$ cat src/design/icf_pkg.sv
// ----------------------------------------------------------------------------
// icf_pkg
// Shared widths, register map, reset values and the CORDIC arctangent table
// of the IMU complementary attitude filter.
// ----------------------------------------------------------------------------
package icf_pkg;

	localparam int ANGLE_FRAC = 16;
	localparam int CORDIC_ITER_DEF = 16;
	localparam int MAX_CAL_DEF = 1024;

	localparam int ANG_W = 28;       // CORDIC vector and angle width
	localparam int SUM_W = 43;       // calibration sums, offsets and rates
	localparam int DIV_NUM_W = 42;
	localparam int DIV_DEN_W = 16;
	localparam int MUL_A_W = 64;
	localparam int MUL_B_W = 17;
	localparam int SQ_IN_W = 48;
	localparam int SQ_OUT_W = 24;
	localparam int CNT_W = 11;
	localparam int ADDR_W = 5;

	localparam logic [2:0] REG_ALPHA = 3'd0;
	localparam logic [2:0] REG_PERIOD = 3'd1;
	localparam logic [2:0] REG_GYRO_SENS = 3'd2;
	localparam logic [2:0] REG_DEADZONE = 3'd3;
	localparam logic [2:0] REG_CAL_SAMPLES = 3'd4;

	localparam logic [15:0] ALPHA_RST = 16'd62915;
	localparam logic [15:0] PERIOD_RST = 16'd655;
	localparam logic [15:0] GYRO_SENS_RST = 16'd16768;
	localparam logic [15:0] DEADZONE_RST = 16'd384;
	localparam logic [10:0] CAL_SAMPLES_RST = 11'd100;

	localparam logic signed [ANG_W-1:0] DEG180 = ANG_W'(180 <<< ANGLE_FRAC);

	localparam int ATAN_SHIFT = 24 - ANGLE_FRAC;
	localparam int ATAN_DEPTH = 24;

	// atan(2^-i) in degrees with 24 fraction bits.
	localparam logic [29:0] ATAN_Q24 [ATAN_DEPTH] = '{
		30'd754974720, 30'd445687602, 30'd235489088, 30'd119537938, 30'd60000934,
		30'd30029717, 30'd15018523, 30'd7509720, 30'd3754917, 30'd1877466,
		30'd938734, 30'd469367, 30'd234684, 30'd117342, 30'd58671, 30'd29335,
		30'd14668, 30'd7334, 30'd3667, 30'd1833, 30'd917, 30'd458, 30'd229, 30'd115
	};

	function automatic logic signed [ANG_W-1:0] atan_entry(input logic [4:0] i);
		logic [29:0] t;
		t = (i < 5'(ATAN_DEPTH)) ? ATAN_Q24[i] : 30'd0;
		return ANG_W'((t + 30'((1 << ATAN_SHIFT) >> 1)) >> ATAN_SHIFT);
	endfunction

	function automatic logic [16:0] abs17(input logic [15:0] v);
		return v[15] ? (~{v[15], v} + 17'd1) : {1'b0, v};
	endfunction

endpackage

$ cat src/design/icf_div.sv
// ----------------------------------------------------------------------------
// icf_div
// Restoring divider for unsigned operands, one quotient bit per cycle.
// ----------------------------------------------------------------------------
module icf_div (
	input  logic clk,
	input  logic arst_n,
	input  logic start,
	input  logic [icf_pkg::DIV_NUM_W-1:0] num,
	input  logic [icf_pkg::DIV_DEN_W-1:0] den,
	output logic done,
	output logic [icf_pkg::DIV_NUM_W-1:0] quo
);
	import icf_pkg::*;

	localparam int CW = $clog2(DIV_NUM_W);

	logic [DIV_DEN_W-1:0] rem_q, den_q;
	logic [DIV_NUM_W-1:0] quo_q;
	logic [CW-1:0] cnt_q;
	logic busy_q, done_q;
	logic [DIV_DEN_W:0] trial, diff;
	logic fits;

	always_comb begin
		trial = {rem_q, quo_q[DIV_NUM_W-1]};
		diff = trial - {1'b0, den_q};
		fits = trial >= {1'b0, den_q};
	end

	always_ff @(posedge clk or negedge arst_n) begin
		if (!arst_n) begin
			rem_q <= '0;
			den_q <= '0;
			quo_q <= '0;
			cnt_q <= '0;
			busy_q <= 1'b0;
			done_q <= 1'b0;
		end else begin
			done_q <= 1'b0;
			if (start) begin
				rem_q <= '0;
				den_q <= den;
				quo_q <= num;
				cnt_q <= '0;
				busy_q <= 1'b1;
			end else if (busy_q) begin
				rem_q <= fits ? diff[DIV_DEN_W-1:0] : trial[DIV_DEN_W-1:0];
				quo_q <= {quo_q[DIV_NUM_W-2:0], fits};
				cnt_q <= cnt_q + 1'b1;
				if (cnt_q == CW'(DIV_NUM_W - 1)) begin
					busy_q <= 1'b0;
					done_q <= 1'b1;
				end
			end
		end
	end

	assign done = done_q;
	assign quo = quo_q;
endmodule

$ cat config.mk
export PLATFORM = sky130hd
export DESIGN_NAME = icf_div
export DESIGN_NICKNAME = d
export VERILOG_FILES = /design/src/design/icf_pkg.sv /design/src/design/icf_div.sv
export SDC_FILE = /design/constraint.sdc
export NUM_CORES = 1
export LEC_CHECK = 0
export ABC_AREA = 1
export BUFFER_PORTS_ARGS = -buffer_cell sky130_fd_sc_hd__buf_2
export CAP_MARGIN = 40
export CORE_MARGIN = 3
export CORE_UTILIZATION = 41
export CTS_CLUSTER_SIZE = 40
export DETAILED_ROUTE_END_ITERATION = 16
export PLACE_DENSITY = 0.6
export SLEW_MARGIN = 5
export SYNTH_ARGS = -nofsm -noshare
export SYNTH_HDL_FRONTEND = slang
export SYNTH_SLANG_ARGS = --single-unit
$ cat constraint.sdc
create_clock -name clk -period 3 [get_ports clk]
set_clock_uncertainty 0.2 [all_clocks]
set_input_delay 0.6 -clock clk [delete_from_list [all_inputs] [get_ports clk]]
set_output_delay 0.6 -clock clk [all_outputs]
set_load 0.02 [all_outputs]
==> metrics.yaml <==
synthesis:
  yosysWarnings: 0
  avgSynthCellArea_um2: 7.74
  synthArstFlopShare: 1.00
  seq_area_frac_synth: 0.427
  ys_ff_latch: 82
  synth_area_um2: 4810
  synth.distinct_cells: 37
  synthCells: 621
  synth_edf_count: 0
  syn-num-nets: 701
  yosys.area.top_type_share: 0.427
  yosys_most_used_dff: "dfrtp_1"
  ys_top_cells_by_area: "dfrtp_1 (43%), nand2_1 (16%), inv_1 (8.4%)"
  synth_top_area_cell: "dfrtp_1"
place:
  hpwl_um: 8910
  gp_congestion: 0.924
  dpl-instance-area_um2: 5440
  port-buffer-count: 103
worst_setup_path:
  cp-start-kind: "flip-flop"
  worstPathArrival_ns: 2.37
  end_kind: "flip-flop"
  crit_required_ns: 3.04
  crit_fanout: 17
  critPathKind: "reg2reg"
route:
  drc_errors: 0
  finalWirelength_um: 12400
  wl_per_cell_um: 14.3
  post_drt_via_cell_ratio: 4.96
  ant_nets: 0
  drtIter0Drc: 220
  vias: 4283
  firstDrtPassIters: 5
timing:
  tns_ns: 0
  worst_slew_margin_rel: 0.591
  post-route-period-util: 0.777
  finalMaxSlewViolations: 0
  worst_pin_slew_ns: 0.614
  rsz0062_at_grt: "false"
  fin_crit_ns: 2.33
  clock.fmax_mhz: 429
  finalHoldViolations: 0
  setup_violations: 0
global_routing:
  grt_max_degree: 83
  antenna_found_initial: 0
  grtUsageTotal: 0.204
  grt_pass1_wl_um: 21300
  grt_pass1_vias: 4512
  grt_overflow_total: 0
pwr:
  power.density_nw_per_um2: 771
  p_leak_uw: 0.00315
  ir_drop_mv: 0.307
floorplanning:
  dieHeight_um: 114
  io_pins: 104
  placementRows: 38
  core_area_um2: 11100
  start_util: 0.432
  dieArea_um2: 13100
  die_w_um: 114
cells_and_area:
  fillers: 1098
  mostFrequentLayoutCells: "nand2_1 (206), inv_1 (107), buf_2 (102), dfrtp_1 (82), nand3_1 (32)"
  area_delta_synth_final_pct: 19.3
  diodes: 0
  layout_commonest_cell: "nand2_1"
  drive_above_1_share: 0.221
  seq_area_um2: 2050
  fin_area_um2: 5740
  multi_input_area_um2: 2220
  nets: 799
cts:
  clk_pin_slew_ns: 0.06
  cts_setup_buffers: 0
  clk_path_buf_depth: 2
  cts_resized: 0
  postCtsHoldBufs: 0
  clock-sinks: 82
  h-tree-depth: 3
  cts_root_buffer: "clkbuf_16"
  cts_made_buffers: 9
  cts_tree: "yes"
  clk_latency_ns: 0.34
worst_hold_path:
  hold_class: "in2async"
outcome:
  outcome: "finished clean"
job:
  drv_cap: 0
-- sequential cells by signal, summed over array words and instances (netlist names) --
name,flops
busy_q,1
done,1
quo,42
cnt_q,6
rem_q,16
den_q,16
-- metal layers --
metal / part of all wire / vias up / track usage
li1: - / 2174 / -
met1: 0.45 / 1979 / 0.257
met2: 0.45 / 116 / 0.326
met3: 0.083 / 14 / 0.0692
met4: 0.017 / 0 / 0.0760
met5: 0 / - / 0
-- final cells by class --
type	instances	share of cell area
Clock buffer	12	0.0430
Tap cell	140	0.0305
Timing Repair Buffer	110	0.102
Inverter	109	0.0713
Sequential cell	82	0.358
Clock inverter	4	0.00894
Multi-Input combinational cell	407	0.387
-- where the power goes --
part	switching [uW]	total, uW	internal (uW)
registers	109	1380	1270
logic	1230	1930	694
clock network	446	1110	668
total	1790	4420	2630
-- through the flow --
step                cells  power (uW)  setup WS (ns)   util  hold slack, ns
floorplan             621        2900          0.887      -           0.104
global placement      848        3310          0.719  0.489           0.283
detailed placement    848        3330          0.695  0.489           0.296
CTS                   864        4470          0.677  0.516          0.0973
global route          864        4810          0.495  0.516           0.120
finish                864        4420          0.669  0.516          0.0660
-- cells in the mapped netlist, types with 3 or more instances --
master,n
o211ai_1,8
nand2_2,14
nand3_1,32
xor2_1,4
inv_1,107
nand4_1,6
o221ai_1,29
nor2_1,12
nand3_2,9
nand3b_1,6
a21oi_1,10
ha_1,18
dfrtp_1,82
nor3_1,7
clkbuf_1,15
o21ai_0,19
nor2_4,5
a22oi_1,3
nor2_2,4
o21ai_1,3
nand2_1,206
xnor2_1,3
-- kinds of logic after synthesis --
kind of cell	synth area share
adder cells (fa/ha/maj)	0.0510
AO/OA/AOI/OAI	0.106
XOR/XNOR	0.0128
AND/OR/NAND/NOR	0.292
flip-flops	0.427
buffers and inverters	0.111
-- path summary, 6_finish.rpt --
path,startpoint,to,slack [ns],cells after the start
setup / recovery,rem_q[11],rem_q[15],0.67,13
hold / removal,arst_n,rem_q[4],0.07,2
setup reg to reg,rem_q[11],rem_q[15],0.67,13
max in group asynchronous,arst_n,rem_q[14],2.15,2
hold reg to reg,cnt_q[3],cnt_q[3],0.31,1
min in group clk,den[0],den_q[0],0.26,3
-- worst max-delay path, stage by stage, from the launching register on --
cell	delay, ns
dfrtp_1	0.41
ha_1	0.39
nand2_2	0.13
inv_1	0.05
nand2_1	0.06
nand2_1	0.06
nand2_1	0.07
nand2_1	0.08
nor2_4	0.22
nand2_4	0.21
nand2_1	0.16
nand2_1	0.07
nand2_1	0.06
nand2_1	0.04
(Power assumes the default switching activity.)
