`src/design/icf_pkg.sv`:
```
// ----------------------------------------------------------------------------
// icf_pkg
// Shared widths, register map, reset values and the CORDIC arctangent table
// of the IMU complementary attitude filter.
// ----------------------------------------------------------------------------
package icf_pkg;

	localparam int ANGLE_FRAC = 16;
	localparam int CORDIC_ITER_DEF = 16;
	localparam int MAX_CAL_DEF = 1024;

	localparam int ANG_W = 28;       // CORDIC vector and angle width
	localparam int SUM_W = 43;       // calibration sums, offsets and rates
	localparam int DIV_NUM_W = 42;
	localparam int DIV_DEN_W = 16;
	localparam int MUL_A_W = 64;
	localparam int MUL_B_W = 17;
	localparam int SQ_IN_W = 48;
	localparam int SQ_OUT_W = 24;
	localparam int CNT_W = 11;
	localparam int ADDR_W = 5;

	localparam logic [2:0] REG_ALPHA = 3'd0;
	localparam logic [2:0] REG_PERIOD = 3'd1;
	localparam logic [2:0] REG_GYRO_SENS = 3'd2;
	localparam logic [2:0] REG_DEADZONE = 3'd3;
	localparam logic [2:0] REG_CAL_SAMPLES = 3'd4;

	localparam logic [15:0] ALPHA_RST = 16'd62915;
	localparam logic [15:0] PERIOD_RST = 16'd655;
	localparam logic [15:0] GYRO_SENS_RST = 16'd16768;
	localparam logic [15:0] DEADZONE_RST = 16'd384;
	localparam logic [10:0] CAL_SAMPLES_RST = 11'd100;

	localparam logic signed [ANG_W-1:0] DEG180 = ANG_W'(180 <<< ANGLE_FRAC);

	localparam int ATAN_SHIFT = 24 - ANGLE_FRAC;
	localparam int ATAN_DEPTH = 24;

	// atan(2^-i) in degrees with 24 fraction bits.
	localparam logic [29:0] ATAN_Q24 [ATAN_DEPTH] = '{
		30'd754974720, 30'd445687602, 30'd235489088, 30'd119537938, 30'd60000934,
		30'd30029717, 30'd15018523, 30'd7509720, 30'd3754917, 30'd1877466,
		30'd938734, 30'd469367, 30'd234684, 30'd117342, 30'd58671, 30'd29335,
		30'd14668, 30'd7334, 30'd3667, 30'd1833, 30'd917, 30'd458, 30'd229, 30'd115
	};

	function automatic logic signed [ANG_W-1:0] atan_entry(input logic [4:0] i);
		logic [29:0] t;
		t = (i < 5'(ATAN_DEPTH)) ? ATAN_Q24[i] : 30'd0;
		return ANG_W'((t + 30'((1 << ATAN_SHIFT) >> 1)) >> ATAN_SHIFT);
	endfunction

	function automatic logic [16:0] abs17(input logic [15:0] v);
		return v[15] ? (~{v[15], v} + 17'd1) : {1'b0, v};
	endfunction

endpackage

```
`src/design/icf_cordic.sv`:
```
// ----------------------------------------------------------------------------
// icf_cordic
// Vectoring CORDIC atan2 in degrees, one micro-rotation per cycle.
// ----------------------------------------------------------------------------
module icf_cordic #(
	parameter int ITER = icf_pkg::CORDIC_ITER_DEF
) (
	input  logic clk,
	input  logic arst_n,
	input  logic start,
	input  logic signed [icf_pkg::ANG_W-1:0] x,
	input  logic signed [icf_pkg::ANG_W-1:0] y,
	output logic done,
	output logic signed [icf_pkg::ANG_W-1:0] z
);
	import icf_pkg::*;

	logic signed [ANG_W-1:0] x_q, y_q, z_q, sx, sy, at;
	logic [4:0] i_q;
	logic zero_q, busy_q, done_q;

	always_comb begin
		sx = x_q >>> i_q;
		sy = y_q >>> i_q;
		at = atan_entry(i_q);
	end

	always_ff @(posedge clk or negedge arst_n) begin
		if (!arst_n) begin
			x_q <= '0;
			y_q <= '0;
			z_q <= '0;
			i_q <= '0;
			zero_q <= 1'b0;
			busy_q <= 1'b0;
			done_q <= 1'b0;
		end else begin
			done_q <= 1'b0;
			if (start) begin
				zero_q <= (x == '0) && (y == '0);
				// A vector in the left half plane is first turned by half a revolution.
				if (x[ANG_W-1]) begin
					x_q <= -x;
					y_q <= -y;
					z_q <= y[ANG_W-1] ? -DEG180 : DEG180;
				end else begin
					x_q <= x;
					y_q <= y;
					z_q <= '0;
				end
				i_q <= '0;
				busy_q <= 1'b1;
			end else if (busy_q) begin
				if (!y_q[ANG_W-1]) begin
					x_q <= x_q + sy;
					y_q <= y_q - sx;
					z_q <= z_q + at;
				end else begin
					x_q <= x_q - sy;
					y_q <= y_q + sx;
					z_q <= z_q - at;
				end
				i_q <= i_q + 1'b1;
				if (i_q == 5'(ITER - 1)) begin
					busy_q <= 1'b0;
					done_q <= 1'b1;
				end
			end
		end
	end

	assign done = done_q;
	assign z = zero_q ? '0 : z_q;
endmodule

```
`config.mk`:
```
export PLATFORM = sky130hd
export DESIGN_NAME = icf_cordic
export DESIGN_NICKNAME = d
export VERILOG_FILES = /design/src/design/icf_pkg.sv /design/src/design/icf_cordic.sv
export SDC_FILE = /design/constraint.sdc
export NUM_CORES = 1
export LEC_CHECK = 0
export BUFFER_PORTS_ARGS = -buffer_cell sky130_fd_sc_hd__buf_2
export CORE_MARGIN = 2
export CORE_UTILIZATION = 48
export DETAILED_ROUTE_END_ITERATION = 10
export GPL_ROUTABILITY_DRIVEN = 0
export PLACE_DENSITY_LB_ADDON = 0.15
export SLEW_MARGIN = 10
export SYNTH_ARGS = -nofsm -noshare
export SYNTH_HDL_FRONTEND = slang
export SYNTH_SLANG_ARGS = --single-unit
```
`constraint.sdc`:
```
create_clock -name clk -period 6.5 [get_ports clk]
set_input_delay 0.65 -clock clk [delete_from_list [all_inputs] [get_ports clk]]
set_output_delay 0.65 -clock clk [all_outputs]
set_load 0.005 [all_outputs]
```
==> results.json <==
{
  "status": "finished clean",
  "postLayoutCellArea_sq_mm": 0.0171,
  "num_antenna_cells": 0,
  "clk_pin_slew_worst_paths_ns": 0.08,
  "placed_area_sq_mm": 0.0167,
  "hp-class": "primary input to asynchronous set/reset pin",
  "cp.arrival_ns": 6.47,
  "synth_area_sq_mm": 0.0158,
  "switching_share_pct": 52.0,
  "synth_ff_type": "dfrtp_1",
  "crit_start": "i_q[1]",
  "cts_max_level": 3,
  "syn2layout_area_growth_pct": 7.94,
  "setup_viol": 0,
  "yosysWarnings": 0,
  "r2r_cells": 22,
  "remaining_drc_errors": 0,
  "clock_latency_ns": 0.39,
  "crit_chain": "buf_12 > buf_12 > mux2_2 > mux4_2 > o31ai_4 > o32a_2 > or4b_4 > nor3_4 > nand2_1 > and3_1 > a21oi_1 > o32ai_1 > ha_1 > nand3_1 > o221ai_2 > a31o_2 > o41ai_4 > o31ai_2 > a31oi_1 > xnor2_1 > mux2i_1 > nand3_1",
  "synthArstFlopShare_pct": 100,
  "syn_avg_cell_area_sq_um": 8.03,
  "worst_setup_path_start_kind": "flip-flop",
  "critPathMaxStageDelay_ns": 0.55,
  "vias": 15900,
  "design.die.area_sq_mm": 0.0344,
  "die_w_um": 186,
  "grt_start_max_net_pins": 89,
  "ant_nets": 0,
  "synth_cells": 1971,
  "synth-edff-count": 0,
  "nFillCells": 3233,
  "io_pins": 88,
  "cap_violations": 0,
  "overflow": 0,
  "regArea_sq_mm": 0.00232,
  "drive_gt1_share_pct": 14.9,
  "numPortBuffers": 87,
  "r2r_start": "i_q[1]",
  "path_depth": 22,
  "grt_pass1_vias": 14900,
  "post-dp-hpwl_um": 39600,
  "grt_pass1_wl_um": 82800,
  "intPower_mw": 5.26,
  "crit_buf_inv": 2,
  "post-route-period-util_pct": 95.3,
  "p_clk_share_pct": 4.9,
  "clk_path_buf_depth": 2,
  "drv_slew": 0,
  "ys_types": 93,
  "comb_power_share_pct": 82.4,
  "rrSetupSlack_ns": 0.30,
  "fmax_ghz": 0.161,
  "slew_headroom_pct": 29.4,
  "fin_nets": 2163,
  "synth.largest_area_cell": "dfrtp_1",
  "final_hold_viol_count": 0,
  "grt_usage_pct": 30.7,
  "dr.pass1.iters": 7,
  "syn_nets": 2132,
  "power_density_mw_per_mm2": 641,
  "synth.area.top_cells": "dfrtp_1, ha_1, xnor2_1, mux2i_1, mux4_2",
  "cts_hold_buf": 0,
  "worstMarginPinSlew_ns": 1.06,
  "cts_made_buffers": 9,
  "synth_top_area_share_pct": 14.5,
  "ir_drop_uv": 325,
  "core-area_sq_mm": 0.0325,
  "crit_end": "x_q[27]",
  "final_cells": 2449,
  "dp.cells": 2432,
  "antenna_found_initial": 0,
  "switchingPower_mw": 5.70,
  "ys_ff_latch": 92,
  "period_needed_ns": 6.20,
  "path_class": "flip-flop to flip-flop",
  "drt_iter0_markers": 1755,
  "cts_tree": "done",
  "p_seq_share_pct": 12.7,
  "critPathRequiredTime_ns": 6.77,
  "yosysSeqAreaShare_pct": 14.5,
  "cpMaxStageDelayCell": "dfrtp_4",
  "r2r_end": "x_q[27]",
  "clockRootBuffer": "clkbuf_16",
  "multi_input_comb_area_sq_mm": 0.0128,
  "cp-end-kind": "flip-flop",
  "critical-path-top-delay-family": "compound AO/OA/AOI/OAI gates",
  "cts_sinks": 92,
  "drt_wl_total_um": 52500,
  "start_util_pct": 48.7,
  "row_count": 66,
  "routedWlPerCell_um": 21.4,
  "crit_fanout": 46,
  "leakagePower_nw": 7.28,
  "viasPerCell": 6.49,
  "fp.dieH_um": 186,
  "skew_ns": 0.0112
}
[synth_stat cells (14+ instances only)]
cell,n
a211oi_1,31
a21o_1,37
a21oi_1,165
a22oi_1,14
a31oi_1,23
and2_1,18
and3_1,14
buf_2,16
clkbuf_1,73
dfrtp_1,92
ha_1,99
inv_1,49
mux2_2,43
mux2i_1,95
mux4_2,42
nand2_1,170
nand2b_1,29
nand3_1,33
nand4_1,15
nor2_1,141
nor2b_1,60
nor3_1,33
nor4_1,14
o211ai_1,18
o21a_1,20
o21ai_0,134
o22ai_1,15
o31ai_1,26
or2_2,14
xnor2_1,122
xor2_1,59
[placed cells by master (no fill, tap or decap), types with 14 or more instances in the layout]
master and instances:
nand4_1 15, xor2_1 59, and2_1 18, nor2b_1 59, o31ai_1 25, mux2i_1 95
ha_1 99, a211oi_1 30, nand2b_1 29, nor2_1 141, a21o_1 37, o211ai_1 18
mux2_2 43, buf_4 49, and3_1 14, nand2_1 170, o21ai_0 134, nand3_1 33
o22ai_1 15, dfrtp_1 85, buf_2 85, a21oi_1 165, inv_1 49, nor4_1 14
nor3_1 31, or2_2 14, a31oi_1 23, a22oi_1 14, mux4_2 42, o21a_1 20
xnor2_1 122
[state kept, by name, indices dropped and copies added, names as in the netlist]
name,cells
x_q,28
y_q,28
z_q,28
i_q,5
busy_q,1
done,1
zero_q,1
[through the flow]
stage / setup TNS, ns / setup slack (ns) / power [mW] / hold WS, ns / util, %
after floorplan: 0 / 0.373 / 8.19 / 0.354 / -
after global placement: 0 / 0.307 / 10.0 / 0.538 / 51.3
after detailed placement: 0 / 0.161 / 10.2 / 0.557 / 51.3
after CTS: 0 / 0.115 / 10.8 / 0.304 / 52.2
after global routing: -0.0171 / -0.0171 / 12.1 / 0.314 / 52.5
final: 0 / 0.304 / 11.0 / 0.271 / 52.5
[routing by layer]
layer  global-route usage [%]  share of wire [%]  vias to the layer above
met5                        0                  0                        -
li1                         -                  -                     7455
met3                     5.48                7.3                      152
met1                     39.8                 42                     7623
met2                     49.3                 46                      669
met4                     14.9                5.0                        0
[layout make-up]
type / instances / share of cell area, %
clock buffer: 9 / 1.32
clock inverter: 7 / 0.300
inverter: 52 / 1.14
multi-input combinational: 1705 / 75.0
sequential: 92 / 13.6
tap: 442 / 3.24
timing repair buffer: 142 / 5.45
[cell families after synthesis]
logic type	synth area share (%)
multiplexers	16.9
adder cells (fa/ha/maj)	8.20
AO/OA/AOI/OAI	25.9
XOR/XNOR	10.0
flip-flops	14.5
AND/OR/NAND/NOR	19.3
buffers and inverters	5.04
[worst min-delay path by stage]
stage / from / endpoint / slack (ns) / cells past startpoint
2_1_floorplan: arst_n / busy_q / 0.35 / 0
3_5_place_dp: z_q[0] / z_q[0] / 0.56 / 2
6_report: arst_n / z_q[11] / 0.27 / 1
3_3_place_gp: z_q[8] / z_q[8] / 0.54 / 2
5_1_grt: arst_n / z_q[13] / 0.31 / 1
4_1_cts: arst_n / z_q[13] / 0.30 / 1
[power by group through the flow]
stage	logic, mW	clock network (mW)	registers (mW)
after floorplan	7.08	0	1.11
after global placement	8.67	0	1.38
after detailed placement	8.78	0	1.38
after CTS	8.86	0.544	1.38
after global routing	10.1	0.567	1.42
final	9.03	0.532	1.39
[repair_timing]
| action | 4_1_cts | 5_1_grt |
|---|---|---|
| endpoints found under the setup margin | 0 | 18 |
| buffers inserted | 0 | 1 |
| resized for setup | 0 | 15 |
Power figures use the tool's default switching activity.
