`config.mk`:
```
export PLATFORM = sky130hd
export DESIGN_NAME = icf_mul
export DESIGN_NICKNAME = d
export VERILOG_FILES = /design/src/design/icf_pkg.sv /design/src/design/icf_mul.sv
export SDC_FILE = /design/constraint.sdc
export NUM_CORES = 1
export LEC_CHECK = 0
export ABC_AREA = 1
export BUFFER_PORTS_ARGS = -buffer_cell sky130_fd_sc_hd__buf_2
export CAP_MARGIN = 25
export CORE_ASPECT_RATIO = 1.1
export CORE_MARGIN = 2
export CORE_UTILIZATION = 55
export CTS_BUF_LIST = sky130_fd_sc_hd__clkbuf_4 sky130_fd_sc_hd__clkbuf_8
export CTS_CLUSTER_SIZE = 28
export DETAILED_ROUTE_END_ITERATION = 16
export PLACE_DENSITY = 0.79
export SLEW_MARGIN = 15
export SYNTH_ARGS = -nofsm -noshare
export SYNTH_HDL_FRONTEND = slang
export SYNTH_SLANG_ARGS = --single-unit
```
`constraint.sdc`:
```
create_clock -name clk -period 1.9 [get_ports clk]
set_input_delay 0.095 -clock clk [delete_from_list [all_inputs] [get_ports clk]]
set_output_delay 0.095 -clock clk [all_outputs]
set_load 0.1 [all_outputs]
```
`src/design/icf_pkg.sv`:
```
// ----------------------------------------------------------------------------
// icf_pkg
// Shared widths, register map, reset values and the CORDIC arctangent table
// of the IMU complementary attitude filter.
// ----------------------------------------------------------------------------
package icf_pkg;

	localparam int ANGLE_FRAC = 16;
	localparam int CORDIC_ITER_DEF = 16;
	localparam int MAX_CAL_DEF = 1024;

	localparam int ANG_W = 28;       // CORDIC vector and angle width
	localparam int SUM_W = 43;       // calibration sums, offsets and rates
	localparam int DIV_NUM_W = 42;
	localparam int DIV_DEN_W = 16;
	localparam int MUL_A_W = 64;
	localparam int MUL_B_W = 17;
	localparam int SQ_IN_W = 48;
	localparam int SQ_OUT_W = 24;
	localparam int CNT_W = 11;
	localparam int ADDR_W = 5;

	localparam logic [2:0] REG_ALPHA = 3'd0;
	localparam logic [2:0] REG_PERIOD = 3'd1;
	localparam logic [2:0] REG_GYRO_SENS = 3'd2;
	localparam logic [2:0] REG_DEADZONE = 3'd3;
	localparam logic [2:0] REG_CAL_SAMPLES = 3'd4;

	localparam logic [15:0] ALPHA_RST = 16'd62915;
	localparam logic [15:0] PERIOD_RST = 16'd655;
	localparam logic [15:0] GYRO_SENS_RST = 16'd16768;
	localparam logic [15:0] DEADZONE_RST = 16'd384;
	localparam logic [10:0] CAL_SAMPLES_RST = 11'd100;

	localparam logic signed [ANG_W-1:0] DEG180 = ANG_W'(180 <<< ANGLE_FRAC);

	localparam int ATAN_SHIFT = 24 - ANGLE_FRAC;
	localparam int ATAN_DEPTH = 24;

	// atan(2^-i) in degrees with 24 fraction bits.
	localparam logic [29:0] ATAN_Q24 [ATAN_DEPTH] = '{
		30'd754974720, 30'd445687602, 30'd235489088, 30'd119537938, 30'd60000934,
		30'd30029717, 30'd15018523, 30'd7509720, 30'd3754917, 30'd1877466,
		30'd938734, 30'd469367, 30'd234684, 30'd117342, 30'd58671, 30'd29335,
		30'd14668, 30'd7334, 30'd3667, 30'd1833, 30'd917, 30'd458, 30'd229, 30'd115
	};

	function automatic logic signed [ANG_W-1:0] atan_entry(input logic [4:0] i);
		logic [29:0] t;
		t = (i < 5'(ATAN_DEPTH)) ? ATAN_Q24[i] : 30'd0;
		return ANG_W'((t + 30'((1 << ATAN_SHIFT) >> 1)) >> ATAN_SHIFT);
	endfunction

	function automatic logic [16:0] abs17(input logic [15:0] v);
		return v[15] ? (~{v[15], v} + 17'd1) : {1'b0, v};
	endfunction

endpackage

```
`src/design/icf_mul.sv`:
```
// ----------------------------------------------------------------------------
// icf_mul
// Shift-add multiplier: signed 64-bit multiplicand times unsigned 17-bit
// multiplier, one multiplier bit per cycle.
// ----------------------------------------------------------------------------
module icf_mul (
	input  logic clk,
	input  logic arst_n,
	input  logic start,
	input  logic signed [icf_pkg::MUL_A_W-1:0] a,
	input  logic [icf_pkg::MUL_B_W-1:0] b,
	output logic done,
	output logic signed [icf_pkg::MUL_A_W-1:0] p
);
	import icf_pkg::*;

	logic signed [MUL_A_W-1:0] acc_q, a_q;
	logic [MUL_B_W-1:0] b_q;
	logic [$clog2(MUL_B_W)-1:0] cnt_q;
	logic busy_q, done_q;

	always_ff @(posedge clk or negedge arst_n) begin
		if (!arst_n) begin
			acc_q <= '0;
			a_q <= '0;
			b_q <= '0;
			cnt_q <= '0;
			busy_q <= 1'b0;
			done_q <= 1'b0;
		end else begin
			done_q <= 1'b0;
			if (start) begin
				acc_q <= '0;
				a_q <= a;
				b_q <= b;
				cnt_q <= '0;
				busy_q <= 1'b1;
			end else if (busy_q) begin
				if (b_q[0]) begin
					acc_q <= acc_q + a_q;
				end
				a_q <= a_q <<< 1;
				b_q <= b_q >> 1;
				cnt_q <= cnt_q + 1'b1;
				if (cnt_q == ($clog2(MUL_B_W))'(MUL_B_W - 1)) begin
					busy_q <= 1'b0;
					done_q <= 1'b1;
				end
			end
		end
	end

	assign done = done_q;
	assign p = acc_q;
endmodule

```
==> results of run 1 <==
## per-stage QoR
step | instances | hold slack (ps) | setup WS, ps | area [um2] | util (%)
2_1_floorplan | 1918 | -201 | -151 | 13100 | -
3_3_place_gp | 2492 | 54.3 | -268 | 15400 | 72.1
3_5_place_dp | 2492 | 69.8 | -321 | 15400 | 72.1
4_1_cts | 2644 | 53.5 | -164 | 18200 | 85.0
## cell families after synthesis
kind of cell    share of synthesized area (%)
simple gates                             35.9
xor+xnor                                0.291
flops                                    31.6
compound gates                           10.9
buf+inv                                  14.4
fa+ha+maj                                6.93
## metal layers
metal / overflow / global-route usage [%]
met1: 0 / 67.7
met2: 2 / 87.9
met3: 1 / 51.1
met4: 8 / 64.9
met5: 0 / 16.5
## Yosys cell counts, types with 3 or more instances
master	number	area (um2)
nand4_1	8	50.1
nor3_2	3	30.0
clkbuf_1	22	82.6
nand2_1	776	2910
o221ai_1	72	631
o21ai_0	33	165
nor2_1	102	383
nor2_4	6	67.6
nor3_1	9	45.0
buf_2	15	75.1
nand3_2	10	100
ha_1	65	813
o22ai_1	3	18.8
inv_1	406	1520
nand2_2	33	206
nand3_1	64	320
dfrtp_1	152	3800
nor2_2	21	131
a22oi_1	3	22.5
a21oi_1	69	345
o21ai_1	13	65.1
inv_2	10	37.5
## what timing repair did
item / 4_1_cts
setup endpoints to repair: 50
hold endpoints to repair: 233
setup buffers: 37
hold buffers: 84
gates cloned: 0
pin swaps: 125
resized for setup: 367
==> key figures, run 1 <==
STA
  – WEP type: register input
  – Worst_ep grt: p[18]$_DFFE_PN0P_/D

CTS
  – Clk sink count: about 150
  – CTS Buf Count: 17
  – Worst-case clock buffer depth: 2
  – Root buf cell: clkbuf_8
  – Htree depth: 4

Logic synthesis
  – Register area share after synthesis: 31.6%
  – Count of cell types in the netlist: 40
  – Syn_area_per_cell: 6.27 um2
  – Synthesized flop and latch total: 152
  – Synth Instances: approximately 1900
  – FFs w/ async S/R, synth: 100%
  – Syn Std Cell Area: 0.0120 mm2
  – EDFF count, synth: 0
  – Synth warn: 0
  – Top FF cell, synth: dfrtp_1
  – Synth Net Count: 2068

Placement
  – I/O Buffers: 148
  – RePlAce Congestion: 1.05
  – Post-detail-place hpwl: 33.7 mm

Global routing
  – Largest net degree at the start of global routing: 49
  – Total GRT Usage: 68.0%
  – Total grt overflow: 11

Die
  – Die Y-Extent: 159 um
  – Site Rows: 56
  – Initial Util: 56.3%
  – Die Width: 145 um
  – Top Ports: 149

Run status
  – Stop err: [ERROR GRT-0232] Routing congestion too high. Check the congestion heatmap in the GUI.
  – Fail Step: global routing (5_1_grt)
  – Status: aborted with a tool error
==> run 2, diff against run 1 <==
--- a/config.mk
+++ b/config.mk
@@ -8,13 +8,10 @@
 export ABC_AREA = 1
 export BUFFER_PORTS_ARGS = -buffer_cell sky130_fd_sc_hd__buf_2
 export CAP_MARGIN = 25
-export CORE_ASPECT_RATIO = 1.1
 export CORE_MARGIN = 2
-export CORE_UTILIZATION = 55
-export CTS_BUF_LIST = sky130_fd_sc_hd__clkbuf_4 sky130_fd_sc_hd__clkbuf_8
-export CTS_CLUSTER_SIZE = 28
+export CORE_UTILIZATION = 40
 export DETAILED_ROUTE_END_ITERATION = 16
-export PLACE_DENSITY = 0.79
+export PLACE_DENSITY_LB_ADDON = 0.15
 export SLEW_MARGIN = 15
 export SYNTH_ARGS = -nofsm -noshare
 export SYNTH_HDL_FRONTEND = slang
==> constraint.sdc (replaced) <==
create_clock -name clk -period 2.45 [get_ports clk]
set_input_delay 0.1225 -clock clk [delete_from_list [all_inputs] [get_ports clk]]
set_output_delay 0.1225 -clock clk [all_outputs]
set_load 0.1 [all_outputs]
==> run 2 against run 1 <==
Against the previous run:
- the flow now finishes without violations
- synthesized cell count did not move
- synthesized area unchanged
==> key figures, run 2 <==
Logic synthesis
  – FFs w/ async S/R, synth: 100%
  – Synth Net Count: 2068
  – Count of cell types in the netlist: 40
  – Syn_area_per_cell: 6.27 um2
  – Synth top area share: about a third
  – Most frequent cell after synthesis: nand2_1
  – Syn Std Cell Area: 0.0120 mm2
  – Dominant cell type by area after synthesis: dfrtp_1
  – Register area share after synthesis: a little under a third
  – Synth area leaders: dfrtp_1 (32%), nand2_1 (24%), inv_1 (13%)
  – Synthesized flop and latch total: 152
  – Top FF cell, synth: dfrtp_1
  – Synth Instances: 1918
  – EDFF count, synth: 0
  – Synth warn: 0
  – Commonest cells in the netlist: nand2_1 (776), inv_1 (406), dfrtp_1 (152), nor2_1 (102), o221ai_1 (72)

Layout
  – Nets: 2308
  – Design Area, Final: 0.0148 mm2
  – Layout cells sized above 1: 14.2%
  – Antenna Cells: 0
  – Fill count: around 3100
  – Most frequent cells in the layout: nand2_1 (772), inv_1 (405), dfrtp_1 (150), buf_2 (146), nor2_1 (102)
  – Area Overhead vs Synth: 23.2%
  – Most common cell after layout, fill and taps aside: nand2_1

Setup path
  – Worst setup EP type: flop
  – Worst R2R End: p[63]$_DFFE_PN0P_
  – Critical R2R Launch: p[46]$_DFFE_PN0P_
  – WS Path Type: flop to flop
  – Reg-to-reg slack, setup: between 100 and 150 ps
  – CP Launch Type: flop
  – Arr. time, crit path: 2660 ps
  – Critical Path Sink: p[63]$_DFFE_PN0P_
  – Worst endpoint required time: 2810 ps
  – Crit Path Max Fanout: 5
  – R2R depth: 12
  – CP startpoint: p[46]$_DFFE_PN0P_

CTS
  – Clk sink count: 152
  – Reg clk slew, reported paths: 80 ps
  – Worst-Skew Late Latency: about 460 ps
  – CTS tree: yes
  – Worst-case clock buffer depth: 2
  – Number of setup buffers added after CTS: 0
  – Root buf cell: clkbuf_16
  – Htree depth: 4
  – CTS Buf Count: 17

Power and ir drop
  – Comb power frac: between 40% and 50%
  – Internal: between 0.005 and 0.006 W
  – Part of the power in registers: 30.2%
  – Static Leak: 8.74 nW
  – Clk pwr share: 27.5%
  – Total power: 0.00991 W
  – Sw frac: 47.1%
  – Net Switching: 0.00467 W
  – Pwr/cell area: ~670 mW/mm2
  – Max IR drop VDD: between 0.5 and 0.6 mV

Global routing
  – First-pass GRT wire length: 63.7 mm
  – Initial antenna violation count: 0
  – Vias in the first global route: around 12000
  – Largest net degree at the start of global routing: 63
  – Total grt overflow: 0
  – Total GRT Usage: a little over a quarter

Placement
  – Placement Setup Slack: 34.2 ps
  – I/O Buffers: 148
  – Post-detail-place hpwl: 32.1 mm
  – RePlAce Congestion: ~0.96
  – Post-DP Area: 0.0134 mm2

STA
  – Highest clock rate: 434 MHz
  – Fin crit share: 94.1%
  – TNS Setup: 0 ps
  – Min Clock Period, post-route: between 2000 and 2500 ps
  – RSZ-0062 raised after global routing: yes
  – Final hold violation count: 0
  – Fin. max-slew vios: 0
  – Worst Max-Slew Pin Slew: 648 ps
  – Slew headroom: a little under three fifths
  – Worst Skew: 18.4 ps
  – Setup Viol. Count Final: 0
  – Setup slack after layout: about 140 ps

Die
  – Core Area: 0.0296 mm2
  – Die Width: 177 um
  – Total die area: 0.0315 mm2
  – Die Y-Extent: 177 um
  – Initial Util: 40.6%
  – Top Ports: 149
  – Site Rows: 63

Run
  – Max_cap viols: 0

Routing
  – DRC Markers: 0
  – Vias: between 10000 and 15000
  – Final Routed Wirelength: ~40 mm
  – DR pass1 iterations: 7
  – Post-DRT Antenna Nets: 0
  – Avg WL per Cell: 15.9 um
  – Via density: 4.83
  – DRT iter0 DRCs: 961

Worst hold path
  – HP Start: start
  – Hold Path Class: primary input to flop
  – Cells on Worst Hold Path: 4

Run status
  – Status: finished clean
## run 2: cell counts after synthesis
Identical to the previous run, type by type.
## run 2: worst max-delay path, cell delays in order (launching register included)
cell	delay [ps]
dfrtp_1	420
ha_1	460
nand2_1	190
nor2_4	180
nand2_1	140
inv_1	100
nand2_1	90
nand2_1	220
a21oi_1	140
nand2_1	90
nand2_1	50
nand3_1	70
nand2_1	50
## run 2: per-layer routing
layer  share of wire (%)  GRT usage [%]  vias up
li1                    -              -     6397
met4                 1.3           6.01        0
met5                   0              0        -
met1                  48           37.2     5612
met3                 6.9           5.63       34
met2                  44           41.9      328
## run 2: cells by family (layout without fill, tap and decap cells)
kind of cell	after synthesis	after routing	share of synthesized area [%]
compound gates	201	201	10.9
simple gates	1040	1040	35.9
flops	152	152	31.6
xor+xnor	4	4	0.291
buf+inv	455	708	14.4
fa+ha+maj	66	66	6.93
## run 2: final cells by class
cell class / count / area (um2) / share of cell area, %
Multi-Input combinational cell: 1311 / 6540 / 44.1
Sequential cell: 152 / 3810 / 25.7
Timing Repair Buffer: 259 / 1830 / 12.3
Inverter: 417 / 1570 / 10.6
Tap cell: 390 / 488 / 3.29
Clock buffer: 17 / 425 / 2.87
Clock inverter: 15 / 170 / 1.15
## run 2: repair_timing
| item | 4_1_cts | 5_1_grt |
|---|---|---|
| setup endpoints to repair | 0 | 11 |
| gates resized for setup | 0 | 10 |
| endpoints found under the hold margin | 141 | 0 |
| hold buffers | 82 | 0 |
## run 2: power by group through the flow
stage / logic [W] / registers [W] / clock network (W)
3_5_place_dp: 0.00405 / 0.00304 / 0
2_1_floorplan: 0.00189 / 0.00408 / 0
5_1_grt: 0.00458 / 0.00303 / 0.00288
3_3_place_gp: 0.00405 / 0.00303 / 0
4_1_cts: 0.00417 / 0.00299 / 0.00279
6_report: 0.00419 / 0.00299 / 0.00272
## run 2: worst min-delay path by stage
stage | to | slack, ps
after floorplan | a_q[0]$_DFFE_PN0P_ | -170
after global placement | a_q[27]$_DFFE_PN0P_ | 170
after detailed placement | p[25]$_DFFE_PN0P_ | 160
after CTS | a_q[63]$_DFFE_PN0P_ | 10
after global routing | a_q[63]$_DFFE_PN0P_ | 60
final | a_q[63]$_DFFE_PN0P_ | 30
## run 2: per-stage QoR
| step | utilization, % | std cells | hold slack, ps |
|---|---|---|---|
| 6_report | 50.0 | 2561 | 31.8 |
| 3_5_place_dp | 45.1 | 2447 | 161 |
| 3_3_place_gp | 45.1 | 2447 | 173 |
| 4_1_cts | 49.9 | 2561 | 10.1 |
| 5_1_grt | 50.0 | 2561 | 58.3 |
| 2_1_floorplan | - | 1918 | -173 |
(Power assumes the default switching activity.)
