--- src/design/icf_pkg.sv ---
// ----------------------------------------------------------------------------
// icf_pkg
// Shared widths, register map, reset values and the CORDIC arctangent table
// of the IMU complementary attitude filter.
// ----------------------------------------------------------------------------
package icf_pkg;

	localparam int ANGLE_FRAC = 16;
	localparam int CORDIC_ITER_DEF = 16;
	localparam int MAX_CAL_DEF = 1024;

	localparam int ANG_W = 28;       // CORDIC vector and angle width
	localparam int SUM_W = 43;       // calibration sums, offsets and rates
	localparam int DIV_NUM_W = 42;
	localparam int DIV_DEN_W = 16;
	localparam int MUL_A_W = 64;
	localparam int MUL_B_W = 17;
	localparam int SQ_IN_W = 48;
	localparam int SQ_OUT_W = 24;
	localparam int CNT_W = 11;
	localparam int ADDR_W = 5;

	localparam logic [2:0] REG_ALPHA = 3'd0;
	localparam logic [2:0] REG_PERIOD = 3'd1;
	localparam logic [2:0] REG_GYRO_SENS = 3'd2;
	localparam logic [2:0] REG_DEADZONE = 3'd3;
	localparam logic [2:0] REG_CAL_SAMPLES = 3'd4;

	localparam logic [15:0] ALPHA_RST = 16'd62915;
	localparam logic [15:0] PERIOD_RST = 16'd655;
	localparam logic [15:0] GYRO_SENS_RST = 16'd16768;
	localparam logic [15:0] DEADZONE_RST = 16'd384;
	localparam logic [10:0] CAL_SAMPLES_RST = 11'd100;

	localparam logic signed [ANG_W-1:0] DEG180 = ANG_W'(180 <<< ANGLE_FRAC);

	localparam int ATAN_SHIFT = 24 - ANGLE_FRAC;
	localparam int ATAN_DEPTH = 24;

	// atan(2^-i) in degrees with 24 fraction bits.
	localparam logic [29:0] ATAN_Q24 [ATAN_DEPTH] = '{
		30'd754974720, 30'd445687602, 30'd235489088, 30'd119537938, 30'd60000934,
		30'd30029717, 30'd15018523, 30'd7509720, 30'd3754917, 30'd1877466,
		30'd938734, 30'd469367, 30'd234684, 30'd117342, 30'd58671, 30'd29335,
		30'd14668, 30'd7334, 30'd3667, 30'd1833, 30'd917, 30'd458, 30'd229, 30'd115
	};

	function automatic logic signed [ANG_W-1:0] atan_entry(input logic [4:0] i);
		logic [29:0] t;
		t = (i < 5'(ATAN_DEPTH)) ? ATAN_Q24[i] : 30'd0;
		return ANG_W'((t + 30'((1 << ATAN_SHIFT) >> 1)) >> ATAN_SHIFT);
	endfunction

	function automatic logic [16:0] abs17(input logic [15:0] v);
		return v[15] ? (~{v[15], v} + 17'd1) : {1'b0, v};
	endfunction

endpackage

--- src/design/icf_sqrt.sv ---
// ----------------------------------------------------------------------------
// icf_sqrt
// Integer square root, one result bit per cycle.
// ----------------------------------------------------------------------------
module icf_sqrt (
	input  logic clk,
	input  logic arst_n,
	input  logic start,
	input  logic [icf_pkg::SQ_IN_W-1:0] rad,
	output logic done,
	output logic [icf_pkg::SQ_OUT_W-1:0] root
);
	import icf_pkg::*;

	localparam int CW = $clog2(SQ_OUT_W);

	logic [SQ_IN_W-1:0] rem_q, r_q, bit_q, sum;
	logic [CW-1:0] cnt_q;
	logic busy_q, done_q;

	assign sum = r_q + bit_q;

	always_ff @(posedge clk or negedge arst_n) begin
		if (!arst_n) begin
			rem_q <= '0;
			r_q <= '0;
			bit_q <= '0;
			cnt_q <= '0;
			busy_q <= 1'b0;
			done_q <= 1'b0;
		end else begin
			done_q <= 1'b0;
			if (start) begin
				rem_q <= rad;
				r_q <= '0;
				bit_q <= SQ_IN_W'(1) << (SQ_IN_W - 2);
				cnt_q <= '0;
				busy_q <= 1'b1;
			end else if (busy_q) begin
				if (rem_q >= sum) begin
					rem_q <= rem_q - sum;
					r_q <= (r_q >> 1) + bit_q;
				end else begin
					r_q <= r_q >> 1;
				end
				bit_q <= bit_q >> 2;
				cnt_q <= cnt_q + 1'b1;
				if (cnt_q == CW'(SQ_OUT_W - 1)) begin
					busy_q <= 1'b0;
					done_q <= 1'b1;
				end
			end
		end
	end

	assign done = done_q;
	assign root = r_q[SQ_OUT_W-1:0];
endmodule

--- config.mk ---
export PLATFORM = sky130hd
export DESIGN_NAME = icf_sqrt
export DESIGN_NICKNAME = d
export VERILOG_FILES = /design/src/design/icf_pkg.sv /design/src/design/icf_sqrt.sv
export SDC_FILE = /design/constraint.sdc
export NUM_CORES = 1
export LEC_CHECK = 0
export BUFFER_PORTS_ARGS = -buffer_cell sky130_fd_sc_hd__buf_2
export CAP_MARGIN = 25
export CORE_ASPECT_RATIO = 1.2
export CORE_MARGIN = 1
export CORE_UTILIZATION = 40
export DETAILED_ROUTE_END_ITERATION = 12
export GPL_TIMING_DRIVEN = 0
export PLACE_DENSITY = 0.58
export SLEW_MARGIN = 10
export SYNTH_ARGS = -nofsm -noshare
export SYNTH_HDL_FRONTEND = slang
export SYNTH_SLANG_ARGS = --single-unit
--- constraint.sdc ---
create_clock -name clk -period 7.4 [get_ports clk]
set_clock_uncertainty 0.2 [all_clocks]
set_input_delay 0.37 -clock clk [delete_from_list [all_inputs] [get_ports clk]]
set_output_delay 0.37 -clock clk [all_outputs]
set_load 0.05 [all_outputs]
==> results of run 1 <==
-- power by group through the flow --
stage	Combinational (W)	Sequential, W	Clock, W
finish	0.00340	0.000987	0.000955
global route	0.00376	0.00100	0.000985
CTS	0.00339	0.000985	0.000967
detailed placement	0.00336	0.000990	0
global placement	0.00333	0.000994	0
floorplan	0.00248	0.000948	0
-- tightest hold or removal path, delay by kind of cell --
| kind | cells | cell delay (ns) |
|---|---|---|
| AO/OA/AOI/OAI | 1 | 0.07 |
| buffers and inverters | 2 | 0.15 |
-- worst max-delay path by stage --
| stage | from | endpoint | cells past startpoint |
|---|---|---|---|
| 2_1_floorplan | r_q[2]$_DFFE_PN0P_ | r_q[11]$_DFFE_PN0P_ | 20 |
| 3_3_place_gp | r_q[2]$_DFFE_PN0P_ | rem_q[43]$_DFFE_PN0P_ | 21 |
| 3_5_place_dp | r_q[2]$_DFFE_PN0P_ | rem_q[43]$_DFFE_PN0P_ | 21 |
| 4_1_cts | r_q[2]$_DFFE_PN0P_ | rem_q[43]$_DFFE_PN0P_ | 21 |
| 5_1_grt | r_q[2]$_DFFE_PN0P_ | rem_q[47]$_DFFE_PN0P_ | 22 |
| 6_report | r_q[2]$_DFFE_PN0P_ | rem_q[47]$_DFFE_PN0P_ | 22 |
-- layout make-up --
class	instances	area (sq um)
Buffer	114	561
Clock buffer	19	433
Clock inverter	13	211
Fill cell	2901	15100
Inverter	37	139
Multi-Input combinational cell	1211	8060
Sequential cell	127	3180
Tap cell	385	482
Timing Repair Buffer	121	877
-- synth_stat cells (all sizes together) (11+ instances only) --
cell type / number
inv: 37
nand2: 133
nor3: 20
mux2i: 50
a31oi: 50
and3: 11
o21ai: 119
o21a: 13
nand3: 18
dfrtp: 127
nand4: 29
ha: 99
xor2: 56
buf: 51
xnor2: 48
a311oi: 18
a21oi: 110
or3: 16
clkbuf: 63
o21bai: 19
nor2: 179
a211oi: 23
a21o: 31
nor2b: 18
-- metal layers --
metal	global-route usage	vias up	wire, microns
li1	-	5710	-
met2	0.446	349	18800
met1	0.352	5542	18500
met5	0	-	0
met3	0.0265	61	1570
met4	0.0899	0	1070
-- through the flow --
step | area [sq um] | worst slack, ns | utilization | total power [W] | std cells
floorplan | 11900 | 2.37 | - | 0.00342 | 1489
global placement | 12800 | 1.13 | 0.441 | 0.00433 | 1949
detailed placement | 12900 | 1.12 | 0.443 | 0.00435 | 1951
CTS | 13900 | 1.09 | 0.480 | 0.00534 | 2027
global route | 13900 | 0.608 | 0.480 | 0.00575 | 2027
finish | 13900 | 1.02 | 0.480 | 0.00534 | 2027
-- sequential cells by signal, indices dropped and copies added (netlist names) --
register  count
cnt_q         5
busy_q        1
bit_q        24
rem_q        48
r_q          48
done          1
-- timing repair --
item	4_1_cts	5_1_grt
setup buffers	0	0
endpoints found under the setup margin	0	0
hold endpoints to repair	79	0
hold buffers	44	0
-- logic make-up after synthesis --
group                    count (synthesis)  synth area share
AO/OA/AOI/OAI                          476             0.262
adder cells (fa/ha/maj)                100             0.105
XOR/XNOR                               104            0.0763
flip-flops                             127             0.266
AND/OR/NAND/NOR                        476             0.184
buffers and inverters                  151            0.0586
multiplexers                            55            0.0466
==> qor.json, run 1 <==
{
  "p_per_area_nw_per_um2": 383,
  "layout_common_cells": "nor2_1 (177), nand2_1 (133), dfrtp_1 (127)",
  "grt.overflow.total": 0,
  "fin_hold_ws_ns": 0.00181,
  "power.switching_fraction": 0.488,
  "worst-r2r-cell-count": 22,
  "flow.area_growth_from_synthesis_pct": 16.8,
  "critical_path.max_fanout": 10,
  "cp_common_cell": "o21ai_0",
  "power.share.sequential": 0.185,
  "place.port_buffers": 75,
  "die_h_microns": 191,
  "dp_hpwl_mm": 30.5,
  "fp.dieW_microns": 160,
  "synth_top_cells_by_area": "dfrtp_1 (27%), ha_1 (10%), nor2_1 (5.6%)",
  "critical_path.max_stage_delay_ns": 0.47,
  "cts_repair_resize_count": 0,
  "grt_pass1_wl_mm": 62.5,
  "detail_route.vias_per_cell": 5.75,
  "path_cells": "ha_1, a311o_1, a31oi_1, o31a_1, o21ai_0, a21boi_0, inv_1, a31oi_1, o21ai_0, xnor2_1, ha_1, inv_2, or3_1, nor3_1, o211ai_1, o2bb2ai_1, buf_4, nor2_2, buf_2, nor3b_1, a21oi_1, o21ai_0",
  "post_synthesis_cell_area_sq_um": 11900,
  "clock_sinks": 127,
  "critical_path.top_delay_family": "compound AO/OA/AOI/OAI gates",
  "p_sw_w": 0.00261,
  "worst_hold_path.num_cells": 3,
  "run_status": "finished, final reports clean",
  "timing.reg2reg.setup_slack_ns": 1.02,
  "clock_latency_ns": 0.44,
  "clock_tree.root_cell": "clkbuf_16",
  "yosysWarningCount": 0,
  "antenna_left": 0,
  "global_placer_s_final_weighted_congestion": 0.944,
  "initial_standard_cell_utilization_of_the_core": 0.411,
  "global_routing_usage_summed_across_all_routing_layers": 0.264,
  "cts_inserted_buffers": 17,
  "grt_antenna_before_repair": 0,
  "cts-htree-levels": 4,
  "power_leakage_nw": 6.21,
  "layout-drive-gt1-share": 0.118,
  "cts_max_path_buffers": 2,
  "core.rowCount": 68,
  "syn-mean-instance-area_sq_um": 8.02,
  "worstHoldEndpoint": "rem_q[5]$_DFFE_PN0P_",
  "timing.critical_path.required_ns": 7.50,
  "rsz0062_at_grt": "false",
  "maxCapViolCount": 0,
  "timing.final.crit_share": 0.862,
  "core_area_sq_um": 29000,
  "layout_commonest_cell": "nor2_1",
  "drt_iter0_markers": 784,
  "clock_tree_from_tritoncts": "yes",
  "worst-setup-path-type": "reg -> reg",
  "slew_headroom": 0.325,
  "netlist.area_leader.share": 0.266,
  "post-synth-top-area-cell": "dfrtp_1",
  "syn_inst": 1489,
  "postSynth.asyncResetShare": 1.00,
  "ir_worst_vdd_uv": 200,
  "die-area_sq_um": 30500,
  "power.internal_w": 0.00273,
  "worst_path_clk_slew_ns": 0.06,
  "mappedNetlistNets": 1640,
  "worstSetupStartpointType": "flip-flop",
  "report.final.slew_viol_count": 0,
  "setup_viol": 0,
  "worst_ep_arrival_time_ns": 6.47,
  "finish.net_count": 1780,
  "fin_crit_ns": 6.38,
  "setup-tns-final_ns": 0,
  "number_of_synthesized_register_bits": 127,
  "crit-reg2reg-capture": "rem_q[47]$_DFFE_PN0P_",
  "comb_power_share": 0.636,
  "seq_area_frac_synth": 0.266,
  "worst-slew-pin-transition_ns": 1.01,
  "grt_max_degree": 47,
  "ys_types": 87,
  "i_o_pin_count": 76,
  "routed_wire_length_per_instance_microns": 19.7,
  "worstPathBufferInverterCount": 4,
  "critPathSlowestCell": "dfrtp_1",
  "detailedRoute.firstPassIterationCount": 5,
  "critical_path.endpoint_type": "flip-flop",
  "antenna-diode-count": 0,
  "hp-class": "in -> reg",
  "synthFlopType": "dfrtp_1",
  "worst_hold_startpoint": "rad[5]",
  "clock_group_share_of_total_power": 0.179,
  "drc_errors": 0,
  "vias_in_the_first_global_route": 11200,
  "detailroute.via_count": 11700,
  "final_hold_viol_count": 0,
  "timing.rr.start": "r_q[2]$_DFFE_PN0P_",
  "wl_mm": 39.9,
  "synth_enable_flop_cells": 0,
  "fmax_ghz": 0.157
}
Power figures use the tool's default switching activity.
==> inputs of run 2 (changes only) <==
--- a/config.mk
+++ b/config.mk
@@ -13,6 +13,7 @@
 export DETAILED_ROUTE_END_ITERATION = 12
 export GPL_TIMING_DRIVEN = 0
 export PLACE_DENSITY = 0.58
+export RECOVER_POWER = 100
 export SLEW_MARGIN = 10
 export SYNTH_ARGS = -nofsm -noshare
 export SYNTH_HDL_FRONTEND = slang
==> run 2 against run 1 <==
The flow now finishes with violations (max-capacitance violations, max-slew violations). Maximum frequency shrank 3.6%. Highest routed layer unchanged. Sequential power about the same. Clock power hardly changed. Cell count unchanged.
==> qor.json, run 2 (synthesis results as in run 1) <==
{
  "hp-class": "in -> reg",
  "worst_ep_arrival_time": {"value": 6.75, "unit": "ns", "change": "+0.28 ns"},
  "report.final.slew_viol_count": {"value": 84, "change": "+84"},
  "critical_path.max_stage_delay": {"value": 0.48, "unit": "ns", "change": "about the same"},
  "detailroute.via_count": {"value": 11600, "change": "-0.19%"},
  "crit-reg2reg-capture": "r_q[13]$_DFFE_PN0P_",
  "worst-slew-pin-transition": {"value": 2.81, "unit": "ns", "change": "+1.80 ns"},
  "die_h": {"value": 191, "unit": "microns", "change": "unchanged"},
  "final_critical_path_setup_slack": {"value": 0.782, "unit": "ns", "change": "-0.241 ns"},
  "run_status": "finished with violations",
  "critPathSlowestCell": "a21boi_0",
  "grt_max_degree": {"value": 47, "change": "unchanged"},
  "cts_inserted_buffers": {"value": 17, "change": "unchanged"},
  "drt_iter0_markers": {"value": 901, "change": "+15%"},
  "cts-htree-levels": {"value": 4, "change": "unchanged"},
  "detail_route.vias_per_cell": {"value": 5.74, "change": "-0.19%"},
  "antenna_left": {"value": 0, "change": "unchanged"},
  "worstSetupStartpointType": "flip-flop",
  "timing.rr.start": "r_q[2]$_DFFE_PN0P_",
  "timing.final.crit_share": {"value": 0.894, "change": "+0.0325"},
  "dp_hpwl": {"value": 30.5, "unit": "mm", "change": "unchanged"},
  "clock_tree.root_cell": "clkbuf_16",
  "critical_path.max_fanout": {"value": 10, "change": "unchanged"},
  "grt.overflow.total": {"value": 0, "change": "unchanged"},
  "grt_antenna_before_repair": {"value": 1, "change": "+1"},
  "regArea": {"value": 3180, "unit": "sq um", "change": "unchanged"},
  "cts_max_path_buffers": {"value": 2, "change": "unchanged"},
  "clock_latency": {"value": 0.44, "unit": "ns", "change": "about the same"},
  "rsz0062_at_grt": "false",
  "flow.area_growth_from_synthesis_pct": 16.0,
  "core.rowCount": {"value": 68, "change": "unchanged"},
  "place.port_buffers": {"value": 75, "change": "unchanged"},
  "setup-tns-final": {"value": 0, "unit": "ns", "change": "unchanged"},
  "worst_path_clk_slew": {"value": 0.06, "unit": "ns", "change": "about the same"},
  "maxCapViolCount": {"value": 2, "change": "+2"},
  "wl": {"value": 39.9, "unit": "mm", "change": "about the same"},
  "path_cells": "ha_1, a311o_1, a31oi_1, o31a_1, o21ai_0, a21boi_0, inv_1, a31oi_1, o21ai_0, xnor2_1, ha_1, inv_1, or3_1, nor3_1, o211ai_1, o2bb2ai_1, clkbuf_1, clkbuf_1, or3_1, a311oi_1",
  "setup_viol": {"value": 0, "change": "unchanged"},
  "fp.dieW": {"value": 160, "unit": "microns", "change": "unchanged"},
  "multi_input_logic_area": {"value": 8040, "unit": "sq um", "change": "-0.22%"},
  "routed_wire_length_per_instance": {"value": 19.7, "unit": "microns", "change": "about the same"},
  "power.total": {"value": 0.00530, "unit": "W", "change": "-0.90%"},
  "slew_headroom": {"value": -0.874, "change": "-1.20"},
  "timing.critical_path.required": {"value": 7.53, "unit": "ns", "change": "+0.03 ns"},
  "worst-setup-path-type": "reg -> reg",
  "timing.reg2reg.setup_slack": {"value": 0.78, "unit": "ns", "change": "-0.24 ns"},
  "worst-r2r-cell-count": {"value": 20, "change": "-9.1%"},
  "core_area": {"value": 29000, "unit": "sq um", "change": "unchanged"},
  "post_dp_cell_area": {"value": 12900, "unit": "sq um", "change": "unchanged"},
  "clock_tree_from_tritoncts": "yes",
  "dp_worst_setup_slack": {"value": 1.12, "unit": "ns", "change": "unchanged"},
  "violated_checks": "max-capacitance violations, max-slew violations",
  "registers_with_the_most_flip_flops": "r_q: 48 flops, rem_q: 48 flops, bit_q: 24 flops",
  "drc_errors": {"value": 0, "change": "unchanged"},
  "finish.net_count": {"value": 1780, "change": "unchanged"},
  "postLayoutCellArea": {"value": 13800, "unit": "sq um", "change": "-0.67%"},
  "layout-drive-gt1-share": {"value": 0.0950, "change": "-0.0231"},
  "layout_commonest_cell": "nor2_1",
  "worst_hold_path.num_cells": {"value": 3, "change": "unchanged"},
  "vias_in_the_first_global_route": {"value": 11200, "change": "unchanged"},
  "fill_count": {"value": 2925, "change": "+0.83%"},
  "die-area": {"value": 30500, "unit": "sq um", "change": "unchanged"},
  "layout_common_cells": "nor2_1 (177), nand2_1 (133), dfrtp_1 (127)",
  "grt_pass1_wl": {"value": 62.5, "unit": "mm", "change": "unchanged"},
  "antenna-diode-count": {"value": 0, "change": "unchanged"},
  "global_placer_s_final_weighted_congestion": {"value": 0.944, "change": "unchanged"},
  "util_after_layout": {"value": 0.477, "change": "-0.00323"},
  "i_o_pin_count": {"value": 76, "change": "unchanged"},
  "final_hold_viol_count": {"value": 0, "change": "unchanged"},
  "clock_sinks": {"value": 127, "change": "unchanged"},
  "fmax": {"value": 0.151, "unit": "GHz", "change": "-3.6%"},
  "global_routing_usage_summed_across_all_routing_layers": {"value": 0.264, "change": "unchanged"},
  "fin_crit": {"value": 6.62, "unit": "ns", "change": "+0.241 ns"},
  "worstHoldEndpoint": "rem_q[5]$_DFFE_PN0P_",
  "power_leakage": {"value": 6.07, "unit": "nW", "change": "-2.4%"},
  "initial_standard_cell_utilization_of_the_core": {"value": 0.411, "change": "unchanged"},
  "critical_path.endpoint_type": "flip-flop",
  "p_per_area": {"value": 382, "unit": "nW/um^2", "change": "-0.23%"},
  "worst_hold_startpoint": "rad[5]",
  "ir_worst_vdd": {"value": 201, "unit": "uV", "change": "+0.32%"},
  "detailedRoute.firstPassIterationCount": {"value": 6, "change": "+1"}
}
==> run 2: area by class of cell <==
type,count,share of cell area
Multi-Input combinational cell,1211,0.581
Tap cell,385,0.0348
Inverter,37,0.0100
Timing Repair Buffer,121,0.0587
Sequential cell,127,0.230
Clock buffer,19,0.0313
Buffer,114,0.0396
Clock inverter,13,0.0153
==> run 2: worst max path at each step <==
| stage | startpoint | end | slack, ns | cells past startpoint |
|---|---|---|---|---|
| detailed placement | r_q[2]$_DFFE_PN0P_ | rem_q[43]$_DFFE_PN0P_ | 1.12 | 21 |
| floorplan | r_q[2]$_DFFE_PN0P_ | r_q[11]$_DFFE_PN0P_ | 2.37 | 20 |
| CTS | r_q[2]$_DFFE_PN0P_ | rem_q[43]$_DFFE_PN0P_ | 1.09 | 21 |
| finish | r_q[2]$_DFFE_PN0P_ | r_q[13]$_DFFE_PN0P_ | 0.78 | 20 |
| global placement | r_q[2]$_DFFE_PN0P_ | rem_q[43]$_DFFE_PN0P_ | 1.13 | 21 |
| global route | r_q[0]$_DFFE_PN0P_ | r_q[7]$_DFFE_PN0P_ | 0.33 | 24 |
==> run 2: critical path: cells and delay by family, from the launching register on <==
| family | cells | cell delay [ns] |
|---|---|---|
| fa+ha+maj | 2 | 0.79 |
| simple gates | 3 | 1.25 |
| flops | 1 | 0.47 |
| xor+xnor | 1 | 0.18 |
| compound gates | 10 | 2.68 |
| buf+inv | 4 | 0.91 |
==> run 2: where the power goes <==
| part | total [W] | switching, W | internal, W |
|---|---|---|---|
| Clock | 0.000955 | 0.000355 | 0.000599 |
| Combinational | 0.00335 | 0.00211 | 0.00125 |
| Sequential | 0.000987 | 0.000132 | 0.000856 |
==> run 2: repair_timing <==
| item | 4_1_cts | 5_1_grt |
|---|---|---|
| gates resized for setup | 0 | 0 |
| setup buffers | 0 | 0 |
| hold buffers | 44 | 0 |
| hold endpoints to repair | 79 | 0 |
==> run 2: through the flow <==
step / cells / hold WS (ns)
finish: 2027 / 0.000734
detailed placement: 1951 / 0.101
global route: 2027 / 0.0117
global placement: 1949 / 0.338
floorplan: 1489 / -0.126
CTS: 2027 / 0.000203
==> run 2: layer usage <==
layer  share of wire  routed length (microns)  GRT usage  vias up
li1                -                        -          -     5704
met1            0.46                    18300      0.352     5527
met2            0.47                    18800      0.446      348
met3           0.042                     1680     0.0265       61
met4           0.026                     1040     0.0899        0
met5               0                        0          0        -
